==> config.mk <==
export PLATFORM = sky130hd
export DESIGN_NAME = link_packet_crc32k_generator_flat
export DESIGN_NICKNAME = d
export VERILOG_FILES = /design/src/rtl/lpcrc_pkg.sv /design/src/rtl/lpcrc_if.sv /design/src/rtl/link_packet_crc32k_generator.sv /design/src/rtl/lpcrc_byte_cell.sv /design/src/rtl/lpcrc_chain.sv /design/src/flat_wrapper.sv
export SDC_FILE = /design/constraint.sdc
export NUM_CORES = 1
export LEC_CHECK = 0
export BUFFER_PORTS_ARGS = -buffer_cell sky130_fd_sc_hd__buf_2
export CAP_MARGIN = 20
export CORE_MARGIN = 2
export CORE_UTILIZATION = 50
export DETAILED_ROUTE_END_ITERATION = 8
export PLACE_DENSITY = 0.7
export SETUP_SLACK_MARGIN = 0.3
export SLEW_MARGIN = 20
export SYNTH_ARGS = -nofsm -noshare
export SYNTH_HDL_FRONTEND = slang
export SYNTH_SLANG_ARGS = --single-unit
==> constraint.sdc <==
create_clock -name clk -period 12 [get_ports clk]
set_clock_uncertainty 0.05 [all_clocks]
set_input_delay 2.4 -clock clk [delete_from_list [all_inputs] [get_ports clk]]
set_output_delay 2.4 -clock clk [all_outputs]
set_load 0.1 [all_outputs]
==> src/rtl/lpcrc_pkg.sv <==
// Shared definitions for the link-packet CRC-32K generator.
// Holds the item operation codes and the CRC constants; no dependencies.

package lpcrc_pkg;

  typedef enum logic [1:0] {
    OP_HEADER = 2'd0,
    OP_DATA   = 2'd1,
    OP_TAIL   = 2'd2
  } op_t;

  localparam int unsigned CRC_WIDTH   = 32;
  localparam int unsigned WORD_WIDTH  = 64;
  localparam int unsigned BYTE_WIDTH  = 8;
  localparam int unsigned CELL_COUNT  = WORD_WIDTH / BYTE_WIDTH;

  localparam logic [CRC_WIDTH-1:0] CRC_POLY = 32'hEB31D82E;
  localparam logic [CRC_WIDTH-1:0] CRC_INIT = 32'hFFFFFFFF;

  typedef logic [CRC_WIDTH-1:0]  crc_t;
  typedef logic [WORD_WIDTH-1:0] word_t;
  typedef logic [BYTE_WIDTH-1:0] byte_t;

endpackage

==> src/rtl/lpcrc_if.sv <==
// Valid/ready channel interfaces for packet words in and CRC results out.
// Depends on lpcrc_pkg.

interface lpcrc_item_if;
  import lpcrc_pkg::*;

  logic        valid;
  logic        ready;
  logic [1:0]  operation;
  logic        is_response;
  logic [2:0]  cube_id;
  logic [63:0] word_value;
  logic [10:0] packet_tag;
  logic [4:0]  flit_length;
  logic [6:0]  command_code;
  logic [2:0]  source_link;
  logic        flag_bit;
  logic [2:0]  retry_count;
  logic [6:0]  error_status;
  logic [20:0] pointers;

  modport source (
    output valid, operation, is_response, cube_id, word_value, packet_tag,
           flit_length, command_code, source_link, flag_bit, retry_count,
           error_status, pointers,
    input  ready
  );

  modport sink (
    input  valid, operation, is_response, cube_id, word_value, packet_tag,
           flit_length, command_code, source_link, flag_bit, retry_count,
           error_status, pointers,
    output ready
  );
endinterface

interface lpcrc_result_if;
  import lpcrc_pkg::*;

  logic        valid;
  logic        ready;
  crc_t        crc_value;
  logic [10:0] tag_out;

  modport source (output valid, crc_value, tag_out, input ready);
  modport sink (input valid, crc_value, tag_out, output ready);
endinterface

==> src/rtl/link_packet_crc32k_generator.sv <==
// Link-packet CRC-32K generator: takes one header, data or tail word per
// transfer and returns the finished CRC and tag the cycle after each tail.
// Throughput is one word per cycle unless an unread result stalls input; the
// byte-cell chain folds a whole word in the cycle of its transfer. Synchronous
// reset sets the CRC register to all ones, clears the held header fields and
// empties the result register. Depends on lpcrc_pkg, lpcrc_if, lpcrc_chain.

module link_packet_crc32k_generator (
  input  logic                  clk,
  input  logic                  rst,
  lpcrc_item_if.sink            item,
  lpcrc_result_if.source        result
);
  import lpcrc_pkg::*;

  crc_t        running_crc;
  logic        response_mode;
  logic [2:0]  held_link;
  logic [10:0] held_tag;
  logic        out_valid;
  crc_t        out_crc;
  logic [10:0] out_tag;

  word_t       packed_word;
  crc_t        chain_in;
  crc_t        chain_out;
  logic        accept;
  logic        is_header;
  logic        is_data;
  logic        is_tail;

  assign item.ready = !out_valid || result.ready;
  assign accept     = item.valid && item.ready;
  assign is_header  = item.operation == OP_HEADER;
  assign is_data    = item.operation == OP_DATA;
  assign is_tail    = item.operation == OP_TAIL;

  always_comb begin
    packed_word = '0;
    if (is_header) begin
      packed_word[63:61] = item.cube_id;
      packed_word[22:12] = item.packet_tag;
      packed_word[11:7]  = item.flit_length;
      packed_word[6:0]   = item.command_code;
      if (item.is_response) begin
        packed_word[41:39] = item.source_link;
        packed_word[33]    = item.flag_bit;
      end else begin
        packed_word[57:24] = item.word_value[33:0];
      end
    end else if (is_tail) begin
      packed_word[31:29] = item.retry_count;
      packed_word[21]    = item.flag_bit;
      packed_word[20:0]  = item.pointers;
      if (response_mode) begin
        packed_word[28:22] = item.error_status;
      end else begin
        packed_word[28:26] = held_link;
      end
    end else begin
      packed_word = item.word_value;
    end
    chain_in = is_header ? CRC_INIT : running_crc;
  end

  lpcrc_chain u_chain (
    .crc_in  (chain_in),
    .word    (packed_word),
    .crc_out (chain_out)
  );

  always_ff @(posedge clk) begin
    if (rst) begin
      running_crc   <= CRC_INIT;
      response_mode <= 1'b0;
      held_link     <= '0;
      held_tag      <= '0;
      out_valid     <= 1'b0;
    end else begin
      if (accept && is_tail) begin
        out_valid <= 1'b1;
      end else if (result.ready) begin
        out_valid <= 1'b0;
      end
      if (accept) begin
        if (is_header) begin
          running_crc   <= chain_out;
          response_mode <= item.is_response;
          held_link     <= item.source_link;
          held_tag      <= item.packet_tag;
        end else if (is_data) begin
          running_crc <= chain_out;
        end else if (is_tail) begin
          running_crc <= CRC_INIT;
        end
      end
    end
  end

  always_ff @(posedge clk) begin
    if (accept && is_tail) begin
      out_crc <= ~chain_out;
      out_tag <= held_tag;
    end
  end

  assign result.valid     = out_valid;
  assign result.crc_value = out_crc;
  assign result.tag_out   = out_tag;

endmodule

==> src/rtl/lpcrc_byte_cell.sv <==
// One cell of the CRC chain: folds one byte into the reflected CRC-32K.
// Depends on lpcrc_pkg.

module lpcrc_byte_cell (
  input  lpcrc_pkg::crc_t  crc_in,
  input  lpcrc_pkg::byte_t data_byte,
  output lpcrc_pkg::crc_t  crc_out
);
  import lpcrc_pkg::*;

  always_comb begin
    crc_t c;
    c = crc_in ^ {{(CRC_WIDTH-BYTE_WIDTH){1'b0}}, data_byte};
    for (int k = 0; k < BYTE_WIDTH; k++) begin
      if (c[0]) begin
        c = (c >> 1) ^ CRC_POLY;
      end else begin
        c = c >> 1;
      end
    end
    crc_out = c;
  end

endmodule

==> src/rtl/lpcrc_chain.sv <==
// Row of byte cells that folds a 64-bit word, least significant byte first.
// Depends on lpcrc_pkg and lpcrc_byte_cell.

module lpcrc_chain (
  input  lpcrc_pkg::crc_t  crc_in,
  input  lpcrc_pkg::word_t word,
  output lpcrc_pkg::crc_t  crc_out
);
  import lpcrc_pkg::*;

  crc_t link [0:CELL_COUNT];

  assign link[0] = crc_in;

  for (genvar i = 0; i < CELL_COUNT; i++) begin : g_cell
    lpcrc_byte_cell u_cell (
      .crc_in    (link[i]),
      .data_byte (word[i*BYTE_WIDTH +: BYTE_WIDTH]),
      .crc_out   (link[i+1])
    );
  end

  assign crc_out = link[CELL_COUNT];

endmodule

==> src/flat_wrapper.sv <==
// flat-port wrapper written by rule: the top's interface ports become plain ports
module link_packet_crc32k_generator_flat import lpcrc_pkg::*;
  (clk, rst, item_valid, item_operation, item_is_response, item_cube_id, item_word_value, item_packet_tag, item_flit_length, item_command_code, item_source_link, item_flag_bit, item_retry_count, item_error_status, item_pointers, item_ready, result_valid, result_crc_value, result_tag_out, result_ready);
  lpcrc_item_if item_i ();
  lpcrc_result_if result_i ();
  input  logic clk;
  input  logic rst;
  input wire logic [$bits(item_i.valid)-1:0] item_valid;
  input wire logic [$bits(item_i.operation)-1:0] item_operation;
  input wire logic [$bits(item_i.is_response)-1:0] item_is_response;
  input wire logic [$bits(item_i.cube_id)-1:0] item_cube_id;
  input wire logic [$bits(item_i.word_value)-1:0] item_word_value;
  input wire logic [$bits(item_i.packet_tag)-1:0] item_packet_tag;
  input wire logic [$bits(item_i.flit_length)-1:0] item_flit_length;
  input wire logic [$bits(item_i.command_code)-1:0] item_command_code;
  input wire logic [$bits(item_i.source_link)-1:0] item_source_link;
  input wire logic [$bits(item_i.flag_bit)-1:0] item_flag_bit;
  input wire logic [$bits(item_i.retry_count)-1:0] item_retry_count;
  input wire logic [$bits(item_i.error_status)-1:0] item_error_status;
  input wire logic [$bits(item_i.pointers)-1:0] item_pointers;
  output wire logic [$bits(item_i.ready)-1:0] item_ready;
  output wire logic [$bits(result_i.valid)-1:0] result_valid;
  output wire logic [$bits(result_i.crc_value)-1:0] result_crc_value;
  output wire logic [$bits(result_i.tag_out)-1:0] result_tag_out;
  input wire logic [$bits(result_i.ready)-1:0] result_ready;
  assign item_i.valid = item_valid;
  assign item_i.operation = item_operation;
  assign item_i.is_response = item_is_response;
  assign item_i.cube_id = item_cube_id;
  assign item_i.word_value = item_word_value;
  assign item_i.packet_tag = item_packet_tag;
  assign item_i.flit_length = item_flit_length;
  assign item_i.command_code = item_command_code;
  assign item_i.source_link = item_source_link;
  assign item_i.flag_bit = item_flag_bit;
  assign item_i.retry_count = item_retry_count;
  assign item_i.error_status = item_error_status;
  assign item_i.pointers = item_pointers;
  assign item_ready = item_i.ready;
  assign result_valid = result_i.valid;
  assign result_crc_value = result_i.crc_value;
  assign result_tag_out = result_i.tag_out;
  assign result_i.ready = result_ready;
  link_packet_crc32k_generator u_core (.clk(clk), .rst(rst), .item(item_i), .result(result_i));
endmodule
# After elaboration in Yosys (flattened, before gate mapping)
# Cells that the tools add are included.
[classes]
n_eq_ne = 2
mux = 84
bitwise = 73
n_reduce_logical = 9
[op_table]
columns = ["op", "n"]
rows = [
  ["32-bit two-way mux", 70],
  ["16-bit NOT with 17-bit output", 64],
  ["32-bit by 8-bit bitwise XOR with 32-bit output", 8],
  ["34-bit two-way mux", 1],
  ["32-bit NOT", 1],
  ["23-bit two-way mux", 1],
  ["16-bit two-way mux", 1],
  ["3-bit two-way mux", 4],
  ["9-bit two-way mux", 1],
  ["5-bit two-way mux", 1],
  ["1-bit two-way mux", 4],
  ["4-bit two-way mux", 1],
  ["2-bit AND reduction", 2],
  ["3-bit nonzero test", 1],
  ["2-bit by 1-bit equality test with 1-bit output, second input constant", 1],
  ["2-bit equality test, second input constant", 1],
  ["1-bit logical AND", 2],
  ["2-bit zero test", 1],
  ["2-bit nonzero test", 1],
  ["1-bit zero test", 1],
  ["1-bit logical OR", 1],
]
[word_totals]
register_bits = 91
out_inout_bits = 45
elab_cells = 175

# Logic depth before layout (Yosys ltp)
# Gate-level depths: netlist of run 1.
[depth]
word_depth = 141
depth_mapped = 27
mapped_depth_nobuf = 22

# Cells and area by module
# Synthesis of run 1 repeated with hierarchy kept, for this count alone.
[unflattened]
hier_cells = 1098
hier_area_um2 = 11798.8
[modules_own_cells]
columns = ["mod", "instances", "cells_per_inst", "area_each_um2", "seq_area_each_um2"]
rows = [
  ["lpcrc_byte_cell", 8, 86, 923.4, 0.0],
  ["link_packet_crc32k_generator", 1, 410, 4411.7, 2252.2],
]

# Worst setup path after synthesis of run 1
# No wires, ideal clock.
[synth_timing]
path_kind = "input to register"
startpoint = "in item_operation[0]"
endpoint = "reg u_core.out_crc[15] (netlist: u_core.result.crc_value[15]), data pin"
setup_ps = 274
arrival_ps = 10728
setup_slack_ps = 949
path_stages = 23
n_path_buf = 2
cell_sequence = "buf_4 > nor2_2 > a222oi_1 > a21boi_1 > buf_2 > xor2_2 > xnor3_1 > xnor3_1 > xnor2_1 > xor2_1 > xnor3_2 > xnor3_2 > xnor3_2 > xor3_1 > xor2_2 > xnor3_1 > xnor2_1 > xor3_2 > xnor3_1 > xnor3_2 > xnor2_4 > xor3_2 > xor3_1"
[synth_via]
elab_chain_cells = 109
[synth_rtl]
columns = ["element", "line_no", "text"]
rows = [
  ["start, declared", "flat_wrapper.sv:9", "input wire logic [$bits(item_i.operation)-1:0] item_operation;"],
  ["2-bit equality test", "link_packet_crc32k_generator.sv:36", "assign is_tail = item.operation == OP_TAIL;"],
  ["32-bit two-way mux", "link_packet_crc32k_generator.sv:51", "end else if (is_tail) begin"],
  ["23-bit two-way mux", "link_packet_crc32k_generator.sv:40", "if (is_header) begin"],
  ["32-bit by 8-bit bitwise XOR with 32-bit output", "lpcrc_byte_cell.sv:13", "c = crc_in ^ {{(CRC_WIDTH-BYTE_WIDTH){1'b0}}, data_byte};"],
  ["16-bit NOT with 17-bit output (no source line) or 32-bit two-way mux (tied branches)", "--", ""],
  ["32-bit two-way mux or 16-bit NOT with 17-bit output (tied branches)", "--", ""],
  ["16-bit NOT with 17-bit output (no source line) or 32-bit two-way mux (tied branches)", "--", ""],
  ["32-bit two-way mux or 16-bit NOT with 17-bit output (tied branches) (4 in series)", "--", ""],
  ["(+87 left out)", "--", ""],
  ["32-bit two-way mux (*)", "lpcrc_byte_cell.sv:15", "if (c[0]) begin"],
  ["16-bit NOT with 17-bit output (no source line) or 32-bit two-way mux (tied branches)", "--", ""],
  ["32-bit two-way mux (*) (4 in series)", "lpcrc_byte_cell.sv:15", ""],
  ["16-bit NOT with 17-bit output (no source line) or 32-bit two-way mux (tied branches)", "--", ""],
  ["32-bit two-way mux (*)", "lpcrc_byte_cell.sv:15", ""],
  ["16-bit NOT with 17-bit output (no source line)", "--", ""],
  ["32-bit two-way mux (*)", "lpcrc_byte_cell.sv:15", ""],
  ["32-bit NOT (*)", "link_packet_crc32k_generator.sv:102", "out_crc <= ~chain_out;"],
  ["end signal, assigned", "link_packet_crc32k_generator.sv:102", ""],
  ["end, declared", "link_packet_crc32k_generator.sv:21", "crc_t out_crc;"],
]
# Mark *: on every way between the ends. The rest lies on a longest branch, timed or not.
# A chain may end at the register's enable or synchronous reset.

# Final worst setup path of run 1
# Same ends and word-level chain as after synthesis.

==> metrics.cfg, run 1 <==
[status]
status = completed

[floorplanning]
placementRows = 59
fp.dieH_um = 165
core_area_um2 = 25800
die_width_um = 165
dieArea_um2 = 27400
initial_utilization_pct = 50.5
io_pins = 177

[place]
port_buffers = 176
dpl.cell_count = 1699
placed_area_um2 = 14800
hpwl_mm = 35.9
gp_congestion = 1.03

[drt]
via_per_inst = 5.68
wl_per_cell_um = 25.0
firstDrtPassIters = 6
postRouteAntennaNets = 0
wl_met2_mm = 20.3
num_vias = 9748
met3WireLength_mm = 3.26
dr.first_iter.drc_count = 992
wl_met1_mm = 18.3
wirelength_mm = 42.9
remaining_drc_errors = 0
top_layer = met5

[worst_hold_path]
whs_path_depth = 0
min_to = u_core.result.tag_out[5]$_DFFE_PP_
hold_class = reg2reg
min_from = u_core.held_tag[5]$_SDFFE_PP0P_

[timing]
maxSlewViolCount = 0
period_minus_slack_ns = 11.43
hold_viol = 0
setup-tns-final_ns = 0
relSlewSlack_pct = 26.5
period_share_pct = 95.3
worst_slew_pin_slew_ns = 1.10
setup_viol = 0
fmax_mhz = 87.5
rsz0062_at_grt = false

[layout]
drive_above_1_share_pct = 27.5
antenna_cells = 0
layout.nets = 1507
stdcell_count = 1715
syn2layout_area_growth_pct = 16.4
fin_area_um2 = 15200

[logic_synthesis]
synth.avg_cell_area_um2 = 11.4
synth.yosys.seq_area_share_pct = 17.3
postSynthCellCount = 1142
synth_flop_cell = dfxtp_1
synth_fp_nets = 1274
synth-async-reset-ratio_pct = 0
ys_seq_elements = 91
yosysUniqueCellTypes = 55
syn_area_um2 = 13000
yosysWarnings = 0
synth_edf_count = 43

[clock_network]
root_buffer = clkbuf_16
path_clk_slew_ns = 0.08
cts_buffer_depth = 2
post_cts_buffers = 0
clock_latency_ns = 0.35
cts_sinks = 91
tritoncts = yes
cts_resized = 0
cts_hold_buf = 0
h-tree-depth = 3
cts_buffers = 9

[critical_path]
r2r-start = u_core.running_crc[1]$_SDFFE_PP1P_
reg2reg_depth = 22
r2r_end = u_core.result.crc_value[15]$_DFFE_PP_
ff2ff_setup_slack_ns = 2.61
critPathRequiredTime_ns = 12.04
crit_path_end_kind = flip-flop
crit_fanout = 20
cp.arrival_ns = 11.47
worstSetupPathType = in2reg
crit_path_start_kind = input port

[run]
maxCapViolCount = 0

[global_route]
grt_pass1_wl_mm = 61.8
grt_pass1_vias = 9550
grt_max_degree = 78
overflow = 0
antenna_found_initial = 1
grt_use_total_pct = 31.5

synthesized netlist by cell type (4+ instances only):
cell type,instances,area [um2]
xnor2_1,348,3050
xnor3_1,121,2730
xor2_1,114,998
a21oi_1,61,305
nor2_1,58,218
dfxtp_1,48,961
nand2_1,46,173
edfxtp_1,43,1290
a22oi_1,38,285
xnor2_2,33,537
o22ai_1,20,125
clkbuf_1,18,67.6
xor3_1,15,357
xor2_2,14,228
xnor3_2,12,285
o21ai_0,11,55.1
a222oi_1,10,100
a22o_1,10,87.6
buf_2,9,45.0
nor2b_1,9,56.3
buf_1,8,30.0
inv_1,7,26.3
or2_2,7,43.8
xnor2_4,7,193
mux2i_1,6,60.1
a21boi_2,5,56.3
nor3b_1,5,37.5
xor3_2,5,125
a221oi_1,4,35.0
a31oi_1,4,25.0
nand2b_1,4,25.0
worst max path at each step:
stage	startpoint	cells after the start	to	slack, ns
2_1_floorplan	item_operation[0]	23	u_core.result.crc_value[15]$_DFFE_PP_	0.95
3_3_place_gp	item_operation[0]	25	u_core.result.crc_value[11]$_DFFE_PP_	0.25
3_5_place_dp	item_operation[0]	23	u_core.result.crc_value[15]$_DFFE_PP_	0.09
4_1_cts	item_operation[0]	23	u_core.result.crc_value[15]$_DFFE_PP_	0.42
5_1_grt	item_operation[0]	24	u_core.result.crc_value[15]$_DFFE_PP_	0.31
6_report	item_operation[0]	24	u_core.result.crc_value[15]$_DFFE_PP_	0.57
cells by family after synthesis:
| family | count (synthesis) | synth area share (%) |
|---|---|---|
| AOI/OAI and AO/OA | 187 | 10.1 |
| muxes | 7 | 0.547 |
| buffers and inverters | 46 | 1.58 |
| DFF | 91 | 17.3 |
| xor gates and xnor gates | 672 | 65.8 |
| and+or+nand+nor | 139 | 4.69 |
cell type report:
cell class | instances | area, um2
timing repair buffer | 261 | 1560
multi-input combinational | 1005 | 10600
inverter | 7 | 26.3
fill | 2238 | 10700
sequential | 91 | 2250
clock buffer | 9 | 225
tap | 335 | 419
clock inverter | 7 | 75.1
routing by layer:
layer	vias to the layer above	global-route usage [%]
li1	4403	-
met3	60	3.80
met2	459	52.3
met4	2	7.99
met5	-	0
met1	4824	44.1
worst max-delay path, stage by stage:
cell	delay [ns]
buf_2	0.13
and2b_2	0.38
buf_4	0.31
a22oi_2	0.11
o221ai_4	0.32
xor2_2	0.25
buf_4	0.18
xnor3_1	0.49
xnor3_2	0.53
xor2_4	0.29
xor2_1	0.31
xnor3_2	0.51
xnor3_2	0.49
xnor3_2	0.44
buf_4	0.20
xnor3_1	0.58
xor3_1	0.51
xor2_1	0.35
xnor3_1	0.52
xnor2_2	0.37
xnor3_2	0.53
xnor2_4	0.28
xor3_2	0.55
xor3_1	0.41
registers in the layout, indices dropped and copies added, names as in the netlist:
register                 count
u_core.result.crc_value     32
u_core.running_crc          32
u_core.held_tag             11
u_core.result.tag_out       11
u_core.held_link             3
u_core.response_mode         1
u_core.result.valid          1
per-stage QoR:
stage          worst slack, ns  utilization (%)  hold slack (ns)
2_1_floorplan            0.949                -            0.358
3_5_place_dp            0.0899             57.4            0.366
4_1_cts                  0.421             58.6            0.384
6_report                 0.569             58.8            0.382
3_3_place_gp             0.249             57.4            0.361
5_1_grt                  0.306             58.8            0.389
cell usage in the layout (no fill, tap or decap), types with 4 or more instances in the layout:
| cell | netlist | layout |
|---|---|---|
| a31oi_1 | 4 | 4 |
| buf_4 | 2 | 82 |
| o22ai_1 | 20 | 20 |
| edfxtp_1 | 43 | 43 |
| xor2_4 | 3 | 4 |
| clkbuf_16 | 0 | 9 |
| dfxtp_1 | 48 | 48 |
| xnor3_2 | 12 | 13 |
| nand2b_1 | 4 | 4 |
| a22oi_1 | 38 | 38 |
| o21ai_0 | 11 | 11 |
| a22o_1 | 10 | 10 |
| xnor2_4 | 7 | 7 |
| xnor2_1 | 348 | 348 |
| mux2i_1 | 6 | 6 |
| a221oi_1 | 4 | 4 |
| a222oi_1 | 10 | 10 |
| xor2_2 | 14 | 16 |
| nor2_1 | 58 | 57 |
| nand2_1 | 46 | 46 |
| or2_2 | 7 | 7 |
| nor2b_1 | 9 | 9 |
| xor3_2 | 5 | 6 |
| xnor2_2 | 33 | 33 |
| xor3_1 | 15 | 14 |
| a21boi_2 | 5 | 5 |
| a21oi_1 | 61 | 61 |
| buf_2 | 9 | 176 |
| xor2_1 | 114 | 111 |
| xnor3_1 | 121 | 120 |
| inv_1 | 7 | 6 |
| nor3b_1 | 5 | 5 |
Power of run 1 is not shown: default switching activity piles up to over one toggle a cycle in this logic, so the estimate is an artifact.
==> run 2: changes to the inputs <==
- ABC_AREA: unset -> 1
- PLACE_DENSITY: 0.7 -> 0.69
- SKIP_LAST_GASP: unset -> 1
==> metrics.cfg, run 2 <==
[status]
status = completed

[critical_path]
r2r-start = u_core.running_crc[1]$_SDFFE_PP1P_
max_stage_delay_ns = 0.23
reg2reg_depth = 88
cp.arrival_ns = 11.81
crit_path_start_kind = input port
r2r_end = u_core.result.crc_value[11]$_DFFE_PP_
ff2ff_setup_slack_ns = 2.29
worstSetupPathType = in2reg
critPathRequiredTime_ns = 12.06
crit_path_end_kind = flip-flop
cp_common_cell = nand2_4
crit_fanout = 7
critPathSlowestCell = or2_1

[logic_synthesis]
synth.avg_cell_area_um2 = 6.76
yosys-top-cells-area = xor2_1 19%, nand2_1 16%, edfxtp_1 9.0%, nand3_1 8.7%, nand2_2 6.9%
synth_flop_cell = dfxtp_1
postSynthCellCount = 2133
synth-async-reset-ratio_pct = 0
yosysWarnings = 0
synth_edf_count = 43
synth.most_common_cell = nand2_1
netlist.area_leader.share_pct = 19.4
synth_commonest_cells = 608 x nand2_1, 319 x xor2_1, 250 x nand3_1
syn_area_um2 = 14400
ys_seq_elements = 91
synth.yosys.seq_area_share_pct = 15.6
synth_fp_nets = 2265
synth_largest_area_cell = xor2_1
yosysUniqueCellTypes = 51

[layout]
multi_input_area_um2 = 14100
final_common_cell = nand2_1
final_cell_mix = 395 x nand2_1, 385 x buf_4, 282 x xor2_1
syn2layout_area_growth_pct = 53.2
layout.nets = 2823
nFillCells = 2074
drive_above_1_share_pct = 49.7
regArea_um2 = 2250

[timing]
worst_slew_pin_slew_ns = 1.06
setup_viol = 0
period_minus_slack_ns = 11.75
relSlewSlack_pct = 29.6
maxSlewViolCount = 0
fmax_mhz = 85.1
setup-tns-final_ns = 0
period_share_pct = 97.9
rsz0062_at_grt = true
hold_viol = 0

[place]
gp_congestion = 1.04
port_buffers = 176
hpwl_mm = 47.6

[floorplanning]
initial_utilization_pct = 50.5
dieArea_um2 = 30200
fp.dieH_um = 174
placementRows = 62
io_pins = 177
die_width_um = 174
core_area_um2 = 28500

[clock_network]
h-tree-depth = 3
root_buffer = clkbuf_16
path_clk_slew_ns = 0.07
cts_sinks = 91
clock_latency_ns = 0.35
cts_buffers = 9
cts_buffer_depth = 2
tritoncts = yes

[worst_hold_path]
min_to = u_core.result.tag_out[6]$_DFFE_PP_
hold_class = reg2reg
min_from = u_core.held_tag[6]$_SDFFE_PP0P_
whs_path_depth = 0

[global_route]
grt_max_degree = 45
grt_pass1_vias = 15000
grt_use_total_pct = 36.0
antenna_found_initial = 5
overflow = 0
grt_pass1_wl_mm = 83.9

[drt]
dr.first_iter.drc_count = 1769
wl_per_cell_um = 20.3
firstDrtPassIters = 6
num_vias = 17100
via_per_inst = 5.53
postRouteAntennaNets = 0
wirelength_mm = 62.6
remaining_drc_errors = 0

[run]
maxCapViolCount = 0

## run 2: changes by cell type in the layout (fill, tap and decap cells not counted), moves of 27 or more
cell and delta:
nand2_1 +349, buf_4 +303, xnor2_1 -256, nand2_2 +234
nand2_4 +183, xor2_1 +171, inv_1 +145, nand3_1 +131
xnor3_1 -120, nand3_2 +102, nand3_4 +63, inv_2 +29
xnor2_2 -27
## run 2: worst max path at each step
stage,slack (ns),depth (start not counted),startpoint,endpoint
6_report,0.25,89,item_operation[0],u_core.result.crc_value[11]$_DFFE_PP_
5_1_grt,-0.30,94,item_operation[0],u_core.running_crc[24]$_SDFFE_PP1P_
4_1_cts,0.30,86,item_operation[0],u_core.running_crc[13]$_SDFFE_PP1P_
3_5_place_dp,-0.36,81,item_operation[1],u_core.running_crc[17]$_SDFFE_PP1P_
3_3_place_gp,-0.35,76,item_operation[1],u_core.result.crc_value[18]$_DFFE_PP_
2_1_floorplan,1.00,81,item_operation[1],u_core.result.crc_value[11]$_DFFE_PP_
## run 2: logic make-up after synthesis
family                 after synthesis  synth area share, %
AND/OR/NAND/NOR                   1222                 43.9
buffers and inverters              240                 6.97
XOR/XNOR                           435                 27.6
flip-flops                          91                 15.6
AO/OA/AOI/OAI                      145                 5.86
## run 2: stage by stage
stage	area [um2]	hold slack [ns]	setup WS (ns)	util, %	std cells
final	22100	0.379	0.249	77.4	3083
after floorplan	14400	0.358	1.00	-	2133
after detailed placement	17600	0.366	-0.364	61.6	2924
after global placement	17600	0.364	-0.354	61.6	2923
after global routing	22100	0.395	-0.295	77.4	3081
after CTS	18200	0.381	0.301	63.6	2953
## run 2: per-layer routing
layer  GRT usage, %  share of wire, %  vias to the layer above  routed length, um
li1               -                 -                     7900                  -
met1           47.0                39                     7973              24400
met2           60.2                47                      946              29200
met3           4.56               8.3                      241               5230
met4           14.4               6.2                        4               3880
met5              0             0.034                        -                 21
## run 2: cell type report
type | count | share of cell area, %
multi-input combinational | 1805 | 63.9
timing repair buffer | 583 | 18.6
sequential | 91 | 10.2
inverter | 201 | 3.71
tap | 384 | 2.18
clock buffer | 9 | 1.02
clock inverter | 7 | 0.300
antenna | 3 | 0.0340
## run 2: worst max-delay path, delay by kind of cell
kind / cells / cell delay (ns)
buf+inv: 10 / 1.19
simple gates: 79 / 8.21
## run 2: what timing repair did
action | CTS | global route
resized for setup | 35 | 632
endpoints found under the setup margin | 54 | 64
cloned | 2 | 2
buffers inserted | 11 | 125
hold buffers | 0 | 0
pin swaps | 10 | 207
Power of run 2 is left out for the same reason.
==> run 3: changes to the inputs <==
- REMOVE_ABC_BUFFERS: unset -> 1
==> metrics.cfg, run 3 (same netlist as run 2, synthesis figures left out) <==
[status]
status = finished with violations
violations = negative setup slack

[floorplanning]
dieArea_um2 = 30200
die_width_um = 174
fp.dieH_um = 174
initial_utilization_pct = 50.5
io_pins = 177
core_area_um2 = 28500
placementRows = 62

[worst_hold_path]
whs_path_depth = 0
min_to = u_core.result.tag_out[3]$_DFFE_PP_
hold_class = reg2reg
min_from = u_core.held_tag[3]$_SDFFE_PP0P_

[global_route]
grt_use_total_pct = 36.1
grt_pass1_vias = 15100
grt_pass1_wl_mm = 85.1
grt_max_degree = 45
antenna_found_initial = 3
overflow = 0

[timing]
setup_ws_ns = -0.160
maxSlewViolCount = 0
period_minus_slack_ns = 12.16
relSlewSlack_pct = 35.5
fmax_mhz = 82.2
rsz0062_at_grt = true
setup_viol = 35
worst_slew_pin_slew_ns = 0.966
hold_viol = 0
period_share_pct = 101

[drt]
num_vias = 17400
remaining_drc_errors = 0
firstDrtPassIters = 7
wl_per_cell_um = 20.9
dr.first_iter.drc_count = 1525
postRouteAntennaNets = 0
via_per_inst = 5.61
wirelength_mm = 65.1

[run]
maxCapViolCount = 0

[clock_network]
path_clk_slew_ns = 0.08
h-tree-depth = 3
cts_buffer_depth = 2
cts_hold_buf = 0
tritoncts = yes
root_buffer = clkbuf_16
cts_sinks = 91
cts_buffers = 9
clock_latency_ns = 0.35

[layout]
final_common_cell = buf_4
final_cell_mix = 400 x buf_4, 385 x nand2_1, 289 x xor2_1
drive_above_1_share_pct = 51.0
syn2layout_area_growth_pct = 58.2
post-route-util_pct = 79.9
layout.nets = 2849

[place]
gp_congestion = 1.01
port_buffers = 176
dpl_worst_slack_ns = -0.580
hpwl_mm = 46.9

[critical_path]
critPathSlowestCell = xor2_1
critPathRequiredTime_ns = 12.18
crit_fanout = 8
ff2ff_setup_slack_ns = 1.87
max_stage_delay_ns = 0.29
crit_path_start_kind = input port
cp.arrival_ns = 12.34
r2r-start = u_core.running_crc[1]$_SDFFE_PP1P_
worstSetupPathType = in2reg
critical_path.top_delay_family = simple AND/OR/NAND/NOR gates
cp_num_cells = 89
reg2reg_depth = 86
crit_path_end_kind = flip-flop
r2r_end = u_core.running_crc[17]$_SDFFE_PP1P_
crit_buf_inv = 13
cp_common_cell = nand2_2

## run 3: cell types whose count changed in the layout (fill, tap and decap cells not counted), sizes merged
cell,change
bufbuf,+1
clkbuf,-1
nand2,-2
clkinv,+1
buf,+28
clkinvlp,+1
diode,-1
inv,-2
## run 3: worst max-delay path by stage
| stage | startpoint | end | slack (ns) |
|---|---|---|---|
| after floorplan | item_operation[0] | u_core.result.crc_value[11]$_DFFE_PP_ | 0.16 |
| after global placement | item_operation[1] | u_core.running_crc[23]$_SDFFE_PP1P_ | -0.45 |
| after detailed placement | item_operation[1] | u_core.result.crc_value[15]$_DFFE_PP_ | -0.58 |
| after CTS | item_operation[1] | u_core.result.crc_value[11]$_DFFE_PP_ | 0.32 |
| after global routing | item_operation[0] | u_core.running_crc[8]$_SDFFE_PP1P_ | -0.54 |
| final | item_operation[0] | u_core.running_crc[17]$_SDFFE_PP1P_ | -0.16 |
## run 3: metrics by stage
stage | std cells | cell area [um2] | TNS [ns] | hold slack, ns
after floorplan | 2094 | 14200 | 0 | 0.358
after global placement | 2923 | 17600 | -17.15 | 0.362
after detailed placement | 2923 | 17600 | -25.93 | 0.365
after CTS | 2974 | 18600 | 0 | 0.376
after global routing | 3107 | 22800 | -21.95 | 0.380
final | 3108 | 22800 | -2.25 | 0.377
## run 3: routing by layer
metal | global-route usage [%] | vias to the layer above | part of all wire, %
li1 | - | 7969 | -
met1 | 48.9 | 8230 | 39
met2 | 60.6 | 967 | 47
met3 | 2.89 | 271 | 7.6
met4 | 12.6 | 2 | 6.2
met5 | 0 | - | 0.022
## run 3: layout make-up
class | instances | area (um2)
antenna | 2 | 5.00
tap | 384 | 480
timing repair buffer | 611 | 4460
fill | 1924 | 5750
multi-input combinational | 1803 | 14500
clock buffer | 9 | 225
sequential | 91 | 2250
clock inverter | 7 | 67.6
inverter | 201 | 817
## run 3: timing repair
item,in CTS,in global routing
cloned,2,2
setup buffers,33,130
setup endpoints to repair,61,64
pin swaps,33,203
gates resized for setup,73,673
## run 3: worst reg2reg max path, delay by kind of cell, from the launching register on
kind	cells	cell delay [ns]
flops	1	0.49
xor+xnor	2	0.42
simple gates	73	8.02
buf+inv	11	1.04
Power of run 3 is left out for the same reason.
